==> config.mk <==
export PLATFORM = sky130hd
export DESIGN_NAME = indexed_doubly_linked_list_core_flat
export DESIGN_NICKNAME = d
export VERILOG_FILES = /design/src/rtl/core/idll_pkg.sv /design/src/rtl/core/idll_if.sv /design/src/rtl/core/idll_mem.sv /design/src/rtl/core/idll_ctrl.sv /design/src/rtl/core/indexed_doubly_linked_list_core.sv /design/src/flat_wrapper.sv
export VERILOG_INCLUDE_DIRS = /design/src /design/src/rtl/core
export SDC_FILE = /design/constraint.sdc
export NUM_CORES = 2
export LEC_CHECK = 0
export ABC_AREA = 1
export BUFFER_PORTS_ARGS = -buffer_cell sky130_fd_sc_hd__buf_2
export CAP_MARGIN = 20
export CELL_PAD_IN_SITES_DETAIL_PLACEMENT = 1
export CELL_PAD_IN_SITES_GLOBAL_PLACEMENT = 2
export CORE_MARGIN = 2
export CORE_UTILIZATION = 48
export CTS_BUF_LIST = sky130_fd_sc_hd__clkbuf_4
export DETAILED_ROUTE_END_ITERATION = 6
export PLACE_DENSITY_LB_ADDON = 0.1
export SYNTH_ARGS = -nofsm -noshare
export SYNTH_HDL_FRONTEND = slang
export SYNTH_SLANG_ARGS = --single-unit
==> constraint.sdc <==
create_clock -name clk -period 15.5 [get_ports clk]
set_input_delay 1.55 -clock clk [delete_from_list [all_inputs] [get_ports clk]]
set_output_delay 1.55 -clock clk [all_outputs]
set_load 0.02 [all_outputs]
==> src/rtl/core/indexed_doubly_linked_list_core_assert.svh <==
// assertion macros for the indexed doubly linked list core
`ifndef INDEXED_DOUBLY_LINKED_LIST_CORE_ASSERT_SVH
`define INDEXED_DOUBLY_LINKED_LIST_CORE_ASSERT_SVH

// same-cycle implication
`define IDLL_ASSERT_NOW(label, clk, rst_n, ante, cons, msg) \
	label: assert property (@(posedge clk) disable iff (!rst_n) (ante) |-> (cons)) \
		else $error(msg);

// next-cycle implication
`define IDLL_ASSERT_NEXT(label, clk, rst_n, ante, cons, msg) \
	label: assert property (@(posedge clk) disable iff (!rst_n) (ante) |=> (cons)) \
		else $error(msg);

`endif

==> src/rtl/core/idll_pkg.sv <==
// package: codes and shared types of the indexed doubly linked list core
`default_nettype none
package idll_pkg;

	typedef enum logic [2:0] {
		M_ADD_FIRST  = 3'd0,
		M_ADD_AFTER  = 3'd1,
		M_ADD_BEFORE = 3'd2,
		M_ADD_LAST   = 3'd3,
		M_MOVE_AFTER = 3'd4,
		M_MOVE_LAST  = 3'd5,
		M_READ       = 3'd6
	} mode_t;

	typedef enum logic [1:0] {
		STAT_DONE      = 2'd0,
		STAT_FULL      = 2'd1,
		STAT_UNUSED    = 2'd2,
		STAT_NO_CHANGE = 2'd3
	} status_t;

	typedef enum logic [2:0] {
		S_IDLE,
		S_RD1,
		S_RD2,
		S_PLAN,
		S_WRITE,
		S_FIN
	} seq_state_t;

	typedef struct packed {
		logic pay;
		logic prev;
		logic next;
	} field_en_t;

	typedef struct packed {
		logic [1:0]  status;
		logic [5:0]  slot_out;
		logic [31:0] payload_out;
		logic [5:0]  prev_out;
		logic        prev_none;
		logic [5:0]  next_out;
		logic        next_none;
		logic [5:0]  head_out;
		logic [5:0]  tail_out;
		logic [6:0]  count_out;
		logic        is_empty;
	} result_t;

	localparam int unsigned N_OPS = 5;

endpackage
`default_nettype wire

==> src/rtl/core/idll_if.sv <==
// request and result channel interfaces
`default_nettype none
interface idll_req_if;
	logic        valid;
	logic        ready;
	logic [2:0]  mode;
	logic [5:0]  anchor_slot;
	logic [5:0]  item_slot;
	logic [31:0] payload_in;

	modport source (output valid, mode, anchor_slot, item_slot, payload_in, input ready);
	modport sink (input valid, mode, anchor_slot, item_slot, payload_in, output ready);
endinterface

interface idll_rsp_if;
	logic        valid;
	logic        ready;
	logic [1:0]  status;
	logic [5:0]  slot_out;
	logic [31:0] payload_out;
	logic [5:0]  prev_out;
	logic        prev_none;
	logic [5:0]  next_out;
	logic        next_none;
	logic [5:0]  head_out;
	logic [5:0]  tail_out;
	logic [6:0]  count_out;
	logic        is_empty;

	modport source (output valid, status, slot_out, payload_out, prev_out, prev_none,
		next_out, next_none, head_out, tail_out, count_out, is_empty, input ready);
	modport sink (input valid, status, slot_out, payload_out, prev_out, prev_none,
		next_out, next_none, head_out, tail_out, count_out, is_empty, output ready);
endinterface
`default_nettype wire

==> src/rtl/core/idll_mem.sv <==
// slot memory: payload, prev and next link per slot, field write enables
`default_nettype none
module idll_mem #(
	parameter int SLOTS = 64,
	parameter int PAYLOAD_BITS = 32,
	localparam int AW = $clog2(SLOTS),
	localparam int LW = $clog2(SLOTS + 1)
) (
	input  wire logic                    clk,
	input  wire idll_pkg::field_en_t     wen,
	input  wire logic [AW-1:0]           waddr,
	input  wire logic [PAYLOAD_BITS-1:0] wpay,
	input  wire logic [LW-1:0]           wprev,
	input  wire logic [LW-1:0]           wnext,
	input  wire logic [AW-1:0]           raddr,
	output logic      [PAYLOAD_BITS-1:0] rpay,
	output logic      [LW-1:0]           rprev,
	output logic      [LW-1:0]           rnext
);
	import idll_pkg::*;

	logic [PAYLOAD_BITS-1:0] pay_mem [SLOTS];
	logic [LW-1:0]           prev_mem [SLOTS];
	logic [LW-1:0]           next_mem [SLOTS];

	always_ff @(posedge clk) begin
		if (wen.pay) begin
			pay_mem[waddr] <= wpay;
		end
		if (wen.prev) begin
			prev_mem[waddr] <= wprev;
		end
		if (wen.next) begin
			next_mem[waddr] <= wnext;
		end
	end

	always_ff @(posedge clk) begin
		rpay  <= pay_mem[raddr];
		rprev <= prev_mem[raddr];
		rnext <= next_mem[raddr];
	end

endmodule
`default_nettype wire

==> src/rtl/core/idll_ctrl.sv <==
// sequencer: reads linked slots, plans link updates, writes them back
`default_nettype none
module idll_ctrl #(
	parameter int SLOTS = 64,
	parameter int PAYLOAD_BITS = 32,
	localparam int AW = $clog2(SLOTS),
	localparam int LW = $clog2(SLOTS + 1)
) (
	input  wire logic                    clk,
	input  wire logic                    arst_n,
	idll_req_if.sink                     req,
	output logic                         res_valid,
	output idll_pkg::result_t            res,
	input  wire logic                    res_ready,
	output idll_pkg::field_en_t          mem_wen,
	output logic      [AW-1:0]           mem_waddr,
	output logic      [PAYLOAD_BITS-1:0] mem_wpay,
	output logic      [LW-1:0]           mem_wprev,
	output logic      [LW-1:0]           mem_wnext,
	output logic      [AW-1:0]           mem_raddr,
	input  wire logic [PAYLOAD_BITS-1:0] mem_rpay,
	input  wire logic [LW-1:0]           mem_rprev,
	input  wire logic [LW-1:0]           mem_rnext
);
	import idll_pkg::*;

	localparam logic [LW-1:0] NONE = LW'(SLOTS);

	seq_state_t state_q, state_nxt;

	logic [2:0]  mode_q;
	logic [5:0]  a_q;
	logic [5:0]  x_q;
	logic [31:0] pay_q;
	logic [LW-1:0] head_q, tail_q, count_q;
	logic [LW-1:0] xp_q, xn_q;
	result_t       res_q;

	logic [N_OPS-1:0] pend_q;
	field_en_t        op_wen_q [N_OPS];
	logic [AW-1:0]    op_addr_q [N_OPS];
	logic [LW-1:0]    op_prev_q [N_OPS];
	logic [LW-1:0]    op_next_q [N_OPS];

	logic [LW-1:0] a_l, x_l, anc_l, first_l, ap, an;
	logic          full, a_in, x_in, is_move;

	// plan outputs
	status_t       p_status;
	logic [LW-1:0] p_slot, p_head, p_tail, p_count;
	logic          p_read, p_pn, p_nn, do_move;
	logic [N_OPS-1:0] p_en;
	field_en_t     p_wen [N_OPS];
	logic [LW-1:0] p_addr [N_OPS];
	logic [LW-1:0] p_prev [N_OPS];
	logic [LW-1:0] p_next [N_OPS];

	logic [2:0]       sel;
	logic [N_OPS-1:0] pend_nxt;

	assign a_l     = LW'(a_q);
	assign x_l     = LW'(x_q);
	assign is_move = (mode_q == M_MOVE_AFTER) || (mode_q == M_MOVE_LAST);
	assign anc_l   = (mode_q == M_MOVE_LAST) ? tail_q : a_l;
	assign first_l = is_move ? x_l : anc_l;
	assign full    = (count_q == NONE);
	assign a_in    = 16'(a_q) < 16'(count_q);
	assign x_in    = 16'(x_q) < 16'(count_q);
	assign ap      = mem_rprev;
	assign an      = mem_rnext;

	always_comb begin
		p_status = STAT_DONE;
		p_slot   = '0;
		p_read   = 1'b0;
		p_pn     = 1'b0;
		p_nn     = 1'b0;
		do_move  = 1'b0;
		p_head   = head_q;
		p_tail   = tail_q;
		p_count  = count_q;
		p_en     = '0;
		for (int j = 0; j < N_OPS; j++) begin
			p_wen[j]  = '0;
			p_addr[j] = '0;
			p_prev[j] = NONE;
			p_next[j] = NONE;
		end
		case (mode_q) inside
			M_ADD_FIRST, M_ADD_LAST: begin
				if (full) begin
					p_status = STAT_FULL;
				end else begin
					p_slot  = count_q;
					p_count = count_q + LW'(1);
					p_en[0] = 1'b1;
					p_wen[0] = '{pay: 1'b1, prev: 1'b1, next: 1'b1};
					p_addr[0] = count_q;
					if (head_q == NONE) begin
						p_head = count_q;
						p_tail = count_q;
					end else if (mode_q == M_ADD_FIRST) begin
						p_next[0] = head_q;
						p_en[1] = 1'b1;
						p_wen[1] = '{pay: 1'b0, prev: 1'b1, next: 1'b0};
						p_addr[1] = head_q;
						p_prev[1] = count_q;
						p_head = count_q;
					end else begin
						p_prev[0] = tail_q;
						p_en[1] = 1'b1;
						p_wen[1] = '{pay: 1'b0, prev: 1'b0, next: 1'b1};
						p_addr[1] = tail_q;
						p_next[1] = count_q;
						p_tail = count_q;
					end
				end
			end
			M_ADD_AFTER, M_ADD_BEFORE: begin
				if (full) begin
					p_status = STAT_FULL;
				end else if (!a_in) begin
					p_status = STAT_UNUSED;
				end else begin
					p_slot  = count_q;
					p_count = count_q + LW'(1);
					p_en[1:0] = 2'b11;
					p_wen[0] = '{pay: 1'b1, prev: 1'b1, next: 1'b1};
					p_addr[0] = count_q;
					p_addr[1] = a_l;
					if (mode_q == M_ADD_AFTER) begin
						p_prev[0] = a_l;
						p_next[0] = an;
						p_wen[1] = '{pay: 1'b0, prev: 1'b0, next: 1'b1};
						p_next[1] = count_q;
						if (an == NONE) begin
							p_tail = count_q;
						end else begin
							p_en[2] = 1'b1;
							p_wen[2] = '{pay: 1'b0, prev: 1'b1, next: 1'b0};
							p_addr[2] = an;
							p_prev[2] = count_q;
						end
					end else begin
						p_prev[0] = ap;
						p_next[0] = a_l;
						p_wen[1] = '{pay: 1'b0, prev: 1'b1, next: 1'b0};
						p_prev[1] = count_q;
						if (ap == NONE) begin
							p_head = count_q;
						end else begin
							p_en[2] = 1'b1;
							p_wen[2] = '{pay: 1'b0, prev: 1'b0, next: 1'b1};
							p_addr[2] = ap;
							p_next[2] = count_q;
						end
					end
				end
			end
			M_MOVE_AFTER: begin
				if (!a_in || !x_in) begin
					p_status = STAT_UNUSED;
				end else begin
					p_slot = x_l;
					if ((a_q == x_q) || (a_l == xp_q)) begin
						p_status = STAT_NO_CHANGE;
					end else begin
						do_move = 1'b1;
					end
				end
			end
			M_MOVE_LAST: begin
				if (!x_in) begin
					p_status = STAT_UNUSED;
				end else begin
					p_slot = x_l;
					if ((x_l == tail_q) || (tail_q == NONE)) begin
						p_status = STAT_NO_CHANGE;
					end else begin
						do_move = 1'b1;
					end
				end
			end
			M_READ: begin
				if (!a_in) begin
					p_status = STAT_UNUSED;
				end else begin
					p_slot = a_l;
					p_read = 1'b1;
					p_pn   = (ap >= NONE);
					p_nn   = (an >= NONE);
				end
			end
			default: begin
				p_status = STAT_NO_CHANGE;
			end
		endcase
		if (do_move) begin
			// unlink the item
			if (x_l == head_q) begin
				p_head = xn_q;
			end else begin
				p_en[0] = 1'b1;
				p_wen[0] = '{pay: 1'b0, prev: 1'b0, next: 1'b1};
				p_addr[0] = xp_q;
				p_next[0] = xn_q;
			end
			if (x_l == tail_q) begin
				p_tail = xp_q;
			end else begin
				p_en[1] = 1'b1;
				p_wen[1] = '{pay: 1'b0, prev: 1'b1, next: 1'b0};
				p_addr[1] = xn_q;
				p_prev[1] = xp_q;
			end
			// relink after the anchor
			p_en[3:2] = 2'b11;
			p_wen[2] = '{pay: 1'b0, prev: 1'b1, next: 1'b1};
			p_addr[2] = x_l;
			p_prev[2] = anc_l;
			p_next[2] = an;
			p_wen[3] = '{pay: 1'b0, prev: 1'b0, next: 1'b1};
			p_addr[3] = anc_l;
			p_next[3] = x_l;
			if (an == NONE) begin
				p_tail = x_l;
			end else begin
				p_en[4] = 1'b1;
				p_wen[4] = '{pay: 1'b0, prev: 1'b1, next: 1'b0};
				p_addr[4] = an;
				p_prev[4] = x_l;
			end
		end
	end

	// lowest pending write first
	always_comb begin
		sel = '0;
		for (int j = N_OPS - 1; j >= 0; j--) begin
			if (pend_q[j]) begin
				sel = 3'(j);
			end
		end
		pend_nxt = pend_q & ~(N_OPS'(1) << sel);
	end

	always_ff @(posedge clk or negedge arst_n) begin
		if (!arst_n) begin
			state_q <= S_IDLE;
		end else begin
			state_q <= state_nxt;
		end
	end

	always_comb begin
		state_nxt = state_q;
		req.ready = 1'b0;
		res_valid = 1'b0;
		mem_raddr = anc_l[AW-1:0];
		mem_wen   = '0;
		unique case (state_q)
			S_IDLE: begin
				req.ready = 1'b1;
				if (req.valid) begin
					state_nxt = S_RD1;
				end
			end
			S_RD1: begin
				mem_raddr = first_l[AW-1:0];
				state_nxt = S_RD2;
			end
			S_RD2: begin
				state_nxt = S_PLAN;
			end
			S_PLAN: begin
				state_nxt = (p_en != '0) ? S_WRITE : S_FIN;
			end
			S_WRITE: begin
				mem_wen = op_wen_q[sel];
				if (pend_nxt == '0) begin
					state_nxt = S_FIN;
				end
			end
			S_FIN: begin
				res_valid = 1'b1;
				if (res_ready) begin
					state_nxt = S_IDLE;
				end
			end
			default: begin
				state_nxt = S_IDLE;
			end
		endcase
	end

	assign mem_waddr = op_addr_q[sel][AW-1:0];
	assign mem_wprev = op_prev_q[sel];
	assign mem_wnext = op_next_q[sel];
	assign mem_wpay  = PAYLOAD_BITS'(pay_q);
	assign res       = res_q;

	always_ff @(posedge clk or negedge arst_n) begin
		if (!arst_n) begin
			head_q  <= NONE;
			tail_q  <= NONE;
			count_q <= '0;
			pend_q  <= '0;
		end else begin
			if (state_q == S_PLAN) begin
				head_q  <= p_head;
				tail_q  <= p_tail;
				count_q <= p_count;
				pend_q  <= p_en;
			end else if (state_q == S_WRITE) begin
				pend_q <= pend_nxt;
			end
		end
	end

	always_ff @(posedge clk) begin
		if (req.valid && req.ready) begin
			mode_q <= req.mode;
			a_q    <= req.anchor_slot;
			x_q    <= req.item_slot;
			pay_q  <= req.payload_in;
		end
		if (state_q == S_RD2) begin
			xp_q <= mem_rprev;
			xn_q <= mem_rnext;
		end
		if (state_q == S_PLAN) begin
			for (int j = 0; j < N_OPS; j++) begin
				op_wen_q[j]  <= p_wen[j];
				op_addr_q[j] <= p_addr[j][AW-1:0];
				op_prev_q[j] <= p_prev[j];
				op_next_q[j] <= p_next[j];
			end
			res_q.status      <= p_status;
			res_q.slot_out    <= 6'(p_slot);
			res_q.payload_out <= p_read ? 32'(mem_rpay) : 32'd0;
			res_q.prev_out    <= (p_read && !p_pn) ? 6'(ap) : 6'd0;
			res_q.prev_none   <= p_read && p_pn;
			res_q.next_out    <= (p_read && !p_nn) ? 6'(an) : 6'd0;
			res_q.next_none   <= p_read && p_nn;
			res_q.head_out    <= (p_head == NONE) ? 6'd0 : 6'(p_head);
			res_q.tail_out    <= (p_tail == NONE) ? 6'd0 : 6'(p_tail);
			res_q.count_out   <= 7'(p_count);
			res_q.is_empty    <= (p_count == '0);
		end
	end

endmodule
`default_nettype wire

==> src/rtl/core/indexed_doubly_linked_list_core.sv <==
// top level: indexed doubly linked list with slot memory and result register
//
// channel | dir | carries
// req     | in  | mode, anchor_slot, item_slot, payload_in
// rsp     | out | status, slot, payload, prev/next links, head, tail, count, is_empty
//
// one request at a time: it reads, plans, then does its slot memory writes (0 to 5)
// one after another through the single write port of the slot memory
// reset clears head, tail and count; the slot memory needs no clearing
// a result waits in the output register while the next request is read
`default_nettype none
`include "indexed_doubly_linked_list_core_assert.svh"
module indexed_doubly_linked_list_core #(
	parameter int SLOTS = 64,
	parameter int PAYLOAD_BITS = 32
) (
	input wire logic clk,
	input wire logic arst_n,
	idll_req_if.sink   req,
	idll_rsp_if.source rsp
);
	import idll_pkg::*;

	localparam int AW = $clog2(SLOTS);
	localparam int LW = $clog2(SLOTS + 1);

	field_en_t               mem_wen;
	logic [AW-1:0]           mem_waddr, mem_raddr;
	logic [PAYLOAD_BITS-1:0] mem_wpay, mem_rpay;
	logic [LW-1:0]           mem_wprev, mem_wnext, mem_rprev, mem_rnext;

	logic    res_valid, res_ready;
	result_t res;
	logic    out_valid_q;
	result_t out_q;

	idll_ctrl #(.SLOTS(SLOTS), .PAYLOAD_BITS(PAYLOAD_BITS)) u_ctrl (
		.clk       (clk),
		.arst_n    (arst_n),
		.req       (req),
		.res_valid (res_valid),
		.res       (res),
		.res_ready (res_ready),
		.mem_wen   (mem_wen),
		.mem_waddr (mem_waddr),
		.mem_wpay  (mem_wpay),
		.mem_wprev (mem_wprev),
		.mem_wnext (mem_wnext),
		.mem_raddr (mem_raddr),
		.mem_rpay  (mem_rpay),
		.mem_rprev (mem_rprev),
		.mem_rnext (mem_rnext)
	);

	idll_mem #(.SLOTS(SLOTS), .PAYLOAD_BITS(PAYLOAD_BITS)) u_mem (
		.clk   (clk),
		.wen   (mem_wen),
		.waddr (mem_waddr),
		.wpay  (mem_wpay),
		.wprev (mem_wprev),
		.wnext (mem_wnext),
		.raddr (mem_raddr),
		.rpay  (mem_rpay),
		.rprev (mem_rprev),
		.rnext (mem_rnext)
	);

	assign res_ready = !out_valid_q || rsp.ready;

	always_ff @(posedge clk or negedge arst_n) begin
		if (!arst_n) begin
			out_valid_q <= 1'b0;
		end else if (res_ready) begin
			out_valid_q <= res_valid;
		end
	end

	always_ff @(posedge clk) begin
		if (res_valid && res_ready) begin
			out_q <= res;
		end
	end

	assign rsp.valid       = out_valid_q;
	assign rsp.status      = out_q.status;
	assign rsp.slot_out    = out_q.slot_out;
	assign rsp.payload_out = out_q.payload_out;
	assign rsp.prev_out    = out_q.prev_out;
	assign rsp.prev_none   = out_q.prev_none;
	assign rsp.next_out    = out_q.next_out;
	assign rsp.next_none   = out_q.next_none;
	assign rsp.head_out    = out_q.head_out;
	assign rsp.tail_out    = out_q.tail_out;
	assign rsp.count_out   = out_q.count_out;
	assign rsp.is_empty    = out_q.is_empty;

	`IDLL_ASSERT_NEXT(a_res_held, clk, arst_n, res_valid && !res_ready, res_valid, "result dropped while stalled")
	`IDLL_ASSERT_NEXT(a_one_req, clk, arst_n, req.valid && req.ready, !req.ready, "second request taken while busy")
	`IDLL_ASSERT_NOW(a_no_accept_pending, clk, arst_n, res_valid, !req.ready, "request taken with result pending")

endmodule
`default_nettype wire
==> src/flat_wrapper.sv <==
// flat-port wrapper written by rule: the top's interface ports become plain ports
module indexed_doubly_linked_list_core_flat import idll_pkg::*;
#(
	parameter int SLOTS = 64,
	parameter int PAYLOAD_BITS = 32
)
  (clk, arst_n, req_valid, req_mode, req_anchor_slot, req_item_slot, req_payload_in, req_ready, rsp_valid, rsp_status, rsp_slot_out, rsp_payload_out, rsp_prev_out, rsp_prev_none, rsp_next_out, rsp_next_none, rsp_head_out, rsp_tail_out, rsp_count_out, rsp_is_empty, rsp_ready);
  idll_req_if req_i ();
  idll_rsp_if rsp_i ();
  input wire logic clk;
  input wire logic arst_n;
  input wire logic [$bits(req_i.valid)-1:0] req_valid;
  input wire logic [$bits(req_i.mode)-1:0] req_mode;
  input wire logic [$bits(req_i.anchor_slot)-1:0] req_anchor_slot;
  input wire logic [$bits(req_i.item_slot)-1:0] req_item_slot;
  input wire logic [$bits(req_i.payload_in)-1:0] req_payload_in;
  output wire logic [$bits(req_i.ready)-1:0] req_ready;
  output wire logic [$bits(rsp_i.valid)-1:0] rsp_valid;
  output wire logic [$bits(rsp_i.status)-1:0] rsp_status;
  output wire logic [$bits(rsp_i.slot_out)-1:0] rsp_slot_out;
  output wire logic [$bits(rsp_i.payload_out)-1:0] rsp_payload_out;
  output wire logic [$bits(rsp_i.prev_out)-1:0] rsp_prev_out;
  output wire logic [$bits(rsp_i.prev_none)-1:0] rsp_prev_none;
  output wire logic [$bits(rsp_i.next_out)-1:0] rsp_next_out;
  output wire logic [$bits(rsp_i.next_none)-1:0] rsp_next_none;
  output wire logic [$bits(rsp_i.head_out)-1:0] rsp_head_out;
  output wire logic [$bits(rsp_i.tail_out)-1:0] rsp_tail_out;
  output wire logic [$bits(rsp_i.count_out)-1:0] rsp_count_out;
  output wire logic [$bits(rsp_i.is_empty)-1:0] rsp_is_empty;
  input wire logic [$bits(rsp_i.ready)-1:0] rsp_ready;
  assign req_i.valid = req_valid;
  assign req_i.mode = req_mode;
  assign req_i.anchor_slot = req_anchor_slot;
  assign req_i.item_slot = req_item_slot;
  assign req_i.payload_in = req_payload_in;
  assign req_ready = req_i.ready;
  assign rsp_valid = rsp_i.valid;
  assign rsp_status = rsp_i.status;
  assign rsp_slot_out = rsp_i.slot_out;
  assign rsp_payload_out = rsp_i.payload_out;
  assign rsp_prev_out = rsp_i.prev_out;
  assign rsp_prev_none = rsp_i.prev_none;
  assign rsp_next_out = rsp_i.next_out;
  assign rsp_next_none = rsp_i.next_none;
  assign rsp_head_out = rsp_i.head_out;
  assign rsp_tail_out = rsp_i.tail_out;
  assign rsp_count_out = rsp_i.count_out;
  assign rsp_is_empty = rsp_i.is_empty;
  assign rsp_i.ready = rsp_ready;
  indexed_doubly_linked_list_core #(.SLOTS(SLOTS), .PAYLOAD_BITS(PAYLOAD_BITS)) u_core (.clk(clk), .arst_n(arst_n), .req(req_i), .rsp(rsp_i));
endmodule
# Word level (Yosys, flattened, before mapping)

Memory sizes are Yosys's and may differ from the RTL's. A register that Yosys moved wholly into a read port is not among the register bits.
Index checks and enable logic that the tools add are counted.

Bits in read-only memories: 0
Output and inout bits: 76
Latch bits: 0
Bits of input ports: 51
Register bits after elaboration: 239
Word-level logic and storage cells: 281
RAM bits: 3,059
Memories: 7

Memory list:

| name                    | words | bits a word | read ports | clocked after memory_dff | wr ports | line            | RTL |
|---|---|---|---|---|---|---|---|
| u_core.u_mem.pay_mem    | 64    | 32          | 1          | 1                        | 1        | idll_mem.sv:22  | `logic [PAYLOAD_BITS-1:0] pay_mem [SLOTS];` |
| u_core.u_mem.next_mem   | 64    | 7           | 1          | 1                        | 1        | idll_mem.sv:24  | `logic [LW-1:0] next_mem [SLOTS];` |
| u_core.u_mem.prev_mem   | 64    | 7           | 1          | 1                        | 1        | idll_mem.sv:23  | `logic [LW-1:0] prev_mem [SLOTS];` |
| u_core.u_ctrl.op_next_q | 5     | 7           | 1          | 0                        | 5        | idll_ctrl.sv:43 | `logic [LW-1:0] op_next_q [N_OPS];` |
| u_core.u_ctrl.op_prev_q | 5     | 7           | 1          | 0                        | 5        | idll_ctrl.sv:42 | `logic [LW-1:0] op_prev_q [N_OPS];` |
| u_core.u_ctrl.op_addr_q | 5     | 6           | 1          | 0                        | 5        | idll_ctrl.sv:41 | `logic [AW-1:0] op_addr_q [N_OPS];` |
| 1 more memories         | --    | --          | --         | --                       | --       | --              |  |

Magnitude comparators: 4
Add/sub/neg operators: 1
Equal/unequal tests: 25
Multiply operators: 0
Bitwise operators: 2
Reduce and logical (&&, ||, !) cells: 25
Mux-type cells: 182
Shift-type cells: 1
Divide/modulo/power cells: 0

Operators by type and width:

| operator                                                 | count |
|---|---|
| 2-to-1 mux 7 bit                                         | 58 |
| 2-to-1 mux 14 bit                                        | 10 |
| 2-to-1 mux 6 bit                                         | 17 |
| 2-to-1 mux 21 bit                                        | 4 |
| equality test 7 bit, second input constant               | 7 |
| 2-to-1 mux 3 bit                                         | 16 |
| 2-to-1 mux 1 bit                                         | 47 |
| 2-to-1 mux 20 bit                                        | 2 |
| 2-to-1 mux 13 bit                                        | 3 |
| 2-to-1 mux 34 bit                                        | 1 |
| 2-to-1 mux 2 bit                                         | 16 |
| equality test 6 x 7 -> 1 bit                             | 3 |
| 2-to-1 mux 5 bit                                         | 4 |
| 2-to-1 mux 9 bit                                         | 2 |
| case mux 3 bit (6 select lines)                          | 1 |
| equality test 3 bit, second input constant               | 5 |
| 2-to-1 mux 15 bit                                        | 1 |
| greater-or-equal comparator 7 bit, second input constant | 2 |
| < comparator 6 x 7 -> 1 bit                              | 2 |
| equality test 3 x 2 -> 1 bit, second input constant      | 4 |
| adder 7 x 1 -> 7 bit, second input constant              | 1 |
| zero test 7 bit                                          | 1 |
| equality test 3 x 1 -> 1 bit, second input constant      | 2 |
| equality test 6 bit                                      | 1 |
| other kinds (14)                                         | 30 |

# Longest topological paths before layout

Depth in word-level cells: 12
Gate-level depth with buffers: 20
Depth with buffers taken out: 18

# Hierarchy

From an unflattened synthesis, not the netlist that was laid out.

Cell total of the unflattened synthesis: 11,278
Area total of the unflattened synthesis: 134,761.7 µm²

By module, submodules not included:

| module                          | area each (µm²) | cells an instance | times used |
|---|---|---|---|
| idll_mem                        | 119,865.0       | 9,903             | 1 |
| idll_ctrl                       | 12,629.6        | 1,295             | 1 |
| indexed_doubly_linked_list_core | 2,267.2         | 80                | 1 |

# Worst setup path before layout

OpenSTA, ideal clock, no wires.

Kind: register to register
Start point: reg u_core.u_ctrl.pend_q[2]
End point: mem u_core.u_mem.prev_mem[0][0] (netlist name), data pin
Stages on the path, launching flop included: 10
Path buffers: 2
Data required time: 14,492 ps
Clock period less this slack: 6,551 ps
Slack: 8,949 ps
Data arrival time: 5,543 ps
Path through: dfrtp_1 > inv_1 > nand2_1 > nand2_1 > nand2_4 > buf_4 > inv_1 > clkbuf_1 > nor2_1 > o311ai_0

Cells in the longest elaborated chain, start to end: 4

RTL lines:

| element                        | line                                  | RTL |
|---|---|---|
| start, declared                | idll_ctrl.sv:39                       | `logic [N_OPS-1:0] pend_q;` |
| start signal, assigned         | idll_ctrl.sv:313                      | `pend_q <= p_en;` |
| start signal, assigned         | idll_ctrl.sv:315                      | `pend_q <= pend_nxt;` |
| 2-to-1 mux 3 bit (3 in series) | idll_ctrl.sv:240                      | `if (pend_q[j]) begin` |
| memory (5 x 7 bit)             | --                                    |  |
| named net u_core.mem_wprev[0]  | indexed_doubly_linked_list_core.sv:30 | `logic [LW-1:0] mem_wprev, mem_wnext, mem_rprev, mem_rnext;` |
| end, declared                  | idll_mem.sv:23                        |  |

The timed path passes the listed nets, and every way through them passes these cells.

# Worst setup path after layout

Start point: reg u_core.u_ctrl.mode_q[1]
End point: reg u_core.u_mem.rpay[13] (read register of u_core.u_mem.pay_mem)

Cells in the longest elaborated chain, start to end: 4
Elaborated cells on any way between the ends: 6
Those cells by class: eq/ne (2); mux (3); reduce/logical (1)

RTL lines:

| element                                                     | line                             | RTL |
|---|---|---|
| start, declared                                             | idll_ctrl.sv:31                  | `logic [2:0] mode_q;` |
| start signal, assigned                                      | idll_ctrl.sv:322                 | `mode_q <= req.mode;` |
| equality test 3 bit (on tied branches)                      | idll_ctrl.sv:63, idll_ctrl.sv:64 |  |
| 2-to-1 mux 7 bit / logical OR 1 bit (equally long branches) | idll_ctrl.sv:64, idll_ctrl.sv:63 |  |
| 2-to-1 mux 6 bit                                            | idll_ctrl.sv:65                  | `assign first_l = is_move ? x_l : anc_l;` |
| 2-to-1 mux 6 bit (*)                                        | idll_ctrl.sv:261                 | `unique case (state_q)` |
| end, declared                                               | idll_mem.sv:16                   | `output logic [PAYLOAD_BITS-1:0] rpay,` |

Mark *: on every way between the ends. The rest lies on a longest branch, timed or not.
A chain may end at the register's enable or synchronous reset.

==> impl_metrics.env <==
export IMPL_rows=202
export IMPL_grt_pass1_wl_um=729000
export IMPL_ios=127
export IMPL_skew_ns=0.105
export IMPL_path_clk_slew_ns=0.06
export IMPL_htreeDepth=6
export IMPL_path_cells="inv_2 > nand2_1 > nor2_2 > nand2_4 > nand2_4 > buf_4 > buf_4 > buf_4 > nand2_1 > nand2_1 > nand2_1 > nand3_1 > nand3_1 > nand3_1 > nand3_1 > nand2_1"
export IMPL_synth_distinct_cells=55
export IMPL_area_growth_pct=11.3
export IMPL_die_x_um=554
export IMPL_drt_first_pass_iters=6
export IMPL_synthDominantCellAreaShare_pct=67.1
export IMPL_route_detailed_drc=0
export IMPL_critical_path_max_fanout=85
export IMPL_finalCriticalPeriod_ns=6.94
export IMPL_critPathSlowestCell="buf_4"
export IMPL_status="complete, no violations"
export IMPL_layout_nets=14489
export IMPL_yosysWarnings=0
export IMPL_path_delay_family="simple AND/OR/NAND/NOR gates"
export IMPL_clock_latency_ns=1.66
export IMPL_cts_buffers_inserted=871
export IMPL_grt_pass1_vias=112051
export IMPL_cp_start_kind="register"
export IMPL_antenna_found_initial=20
export IMPL_min_path_type="in -> reg"
export IMPL_numPortBuffers=126
export IMPL_finalHoldViolCount=0
export IMPL_relSlewSlack_pct=12.2
export IMPL_fmax_mhz=144
export IMPL_synth_edf_count=3247
export IMPL_drive_gt1_share_pct=12.9
export IMPL_cpMostUsedCell="nand2_1"
export IMPL_initial_utilization_pct=48.1
export IMPL_overflow=0
export IMPL_post_dp_hpwl_um=272000
export IMPL_synth_area_leader_cell="edfxtp_1"
export IMPL_grt_usage_pct=32.0
export IMPL_drv_slew=0
export IMPL_fin_crit_sh_pct=44.8
export IMPL_cp_required_ns=17.00
export IMPL_rsz0062_at_grt="false"
export IMPL_root_buffer="clkbuf_4"
export IMPL_synthesis_nets=13975
export IMPL_synthFlopType="edfxtp_1"
export IMPL_clk_path_buf_depth=4
export IMPL_power_density_nw_per_um2=174
export IMPL_yosysSeqAreaShare_pct=68.2
export IMPL_core_area_um2=302000
export IMPL_end_kind="register"
export IMPL_fp_dieH_um=554
export IMPL_irDropWorstVdd_v=0.000188
export IMPL_syn_area_um2=145000
export IMPL_post_cts_resized=0
export IMPL_synthCells=13910
export IMPL_drtIter0Drc=10316
export IMPL_critPathBufInv=4
export IMPL_vias_per_cell=5.63
export IMPL_drv_cap=0
export IMPL_leakage_uw=0.0680
export IMPL_tightest_slew_ns=1.32
export IMPL_finalWeightedCongestion=0.915
export IMPL_setup_viol=0
export IMPL_path_class="reg -> reg"
export IMPL_cts_tree="yes"
export IMPL_tns_ns=0
export IMPL_grt_max_degree=173
export IMPL_synth_area_per_cell_um2=10.5
export IMPL_cts_sinks=3323
export IMPL_slowest_delay_ns=0.94
export IMPL_power_uw=28200
export IMPL_critPathArrivalTime_ns=8.45
export IMPL_die_area_um2=307000
export IMPL_drt_wirelength_per_cell_um=26.1
export IMPL_ys_seq_elements=3323
export IMPL_route_vias_total=107474
export IMPL_wl_um=499000
export IMPL_synth_area_top_cells="edfxtp_1, nand3_1, nand2_1"
export IMPL_synthArstFlopShare_pct=0.903
export IMPL_ant_nets=0
[where the power goes]
part           switching, µW  internal, µW  total [µW]
logic                   6970          1830        8800
clock network           3770          4130        7890
registers                230         11300       11500
total                  11000         17200       28200
[cell type report]
class / instances / area [µm²]
Clock inverter: 199 / 1200
Clock buffer: 1356 / 10200
Sequential cell: 3323 / 99200
Fill cell: 33035 / 140000
Antenna cell: 12 / 30.0
Multi-Input combinational cell: 7078 / 32900
Timing Repair Buffer: 398 / 3000
Inverter: 2752 / 10400
Tap cell: 3978 / 4980
[logic make-up after synthesis]
family	Yosys count	share of synthesized area, %
AND/OR/NAND/NOR	6849	21.1
buffers and inverters	3509	9.65
flip-flops	3323	68.2
AO/OA/AOI/OAI	200	0.843
adder cells (fa/ha/maj)	14	0.120
XOR/XNOR	9	0.0542
multiplexers	6	0.0413
[per-stage QoR]
| stage | utilization (%) | cells | area (µm²) | setup WS, ns | hold slack [ns] |
|---|---|---|---|---|---|
| 2_1_floorplan | - | 13910 | 145000 | 8.95 | 0.400 |
| 3_3_place_gp | 49.7 | 17484 | 150000 | 8.95 | 0.401 |
| 3_5_place_dp | 49.7 | 17484 | 150000 | 8.75 | 0.406 |
| 4_1_cts | 53.6 | 19083 | 162000 | 8.67 | 0.000620 |
| 5_1_grt | 53.6 | 19089 | 162000 | 8.36 | 0.0535 |
| 6_report | 53.6 | 19096 | 162000 | 8.56 | 0.164 |
[repair_timing]
action / in CTS / in global routing
hold buffers: 44 / 0
endpoints found under the hold margin: 71 / 0
buffers inserted: 0 / 0
[state kept, by name, indices dropped and copies added (netlist names), 8 cells and up]
signal / cells
u_core.rsp.payload_out: 32
u_core.u_ctrl.mem_wpay: 32
u_core.u_ctrl.op_addr_q: 30
u_core.u_ctrl.op_next_q: 28
u_core.u_ctrl.op_prev_q: 28
u_core.u_ctrl.op_wen_q: 8
u_core.u_ctrl.res: 74
u_core.u_mem.next_mem: 448
u_core.u_mem.pay_mem: 2048
u_core.u_mem.prev_mem: 448
u_core.u_mem.rpay: 32
[cell usage in the layout, fill, tap and decap left out, types with 11 or more instances in the layout]
cell and n:
dfrtp_1 28, nor2_1 301, buf_4 210, edfxtp_1 3247
ha_1 14, a21oi_1 37, o221ai_1 12, nand3b_1 185
o22ai_1 14, nor2_4 81, nand4_1 11, buf_2 126
nor3_1 11, buf_12 17, clkinv_1 138, inv_1 2723
dlygate4sd3_1 44, diode_2 12, inv_2 26, o211ai_1 18
o21ai_0 68, inv_6 15, nand2_1 3064, nand3_1 3143
clkinv_2 15, clkbuf_4 1356, dfxtp_1 46
[routing by layer]
layer	track usage, %	share of wire [%]	vias to the layer above
met5	0	0.011	-
met4	10.7	3.1	8
met3	4.79	7.5	938
met2	51.9	47	4492
met1	44.1	42	54784
li1	-	-	47252
[worst paths after layout]
kind                                                startpoint                                   end  slack [ns]  cells after the start
min in group asynchronous                               arst_n  u_core.u_ctrl.count_q[4]$_DFFE_PN0P_        0.57                      2
setup / recovery             u_core.u_ctrl.mode_q[1]$_DFFE_PP_         u_core.u_mem.rpay[13]$_DFF_P_        8.56                     16
hold reg to reg            u_core.u_ctrl.res[37]$_SDFFCE_PN0P_   u_core.rsp.payload_out[3]$_DFFE_PP_        0.40                      0
hold / removal                               req_payload_in[4]   u_core.u_ctrl.mem_wpay[4]$_DFFE_PP_        0.16                      1
setup reg to reg             u_core.u_ctrl.mode_q[1]$_DFFE_PP_         u_core.u_mem.rpay[13]$_DFF_P_        8.56                     16
max in group asynchronous                               arst_n  u_core.u_ctrl.state_q[0]$_DFFE_PN0P_       14.34                      2
[synth_stat cells (35+ instances only)]
library cell     n
a21oi_1         37
buf_1           35
buf_2          504
clkbuf_1       182
dfxtp_1         46
edfxtp_1      3247
inv_1         2726
nand2_1       3071
nand3_1       3144
nand3b_1       185
nor2_1         367
o21ai_0         71
Note: power is estimated with default switching activity, not from simulation.
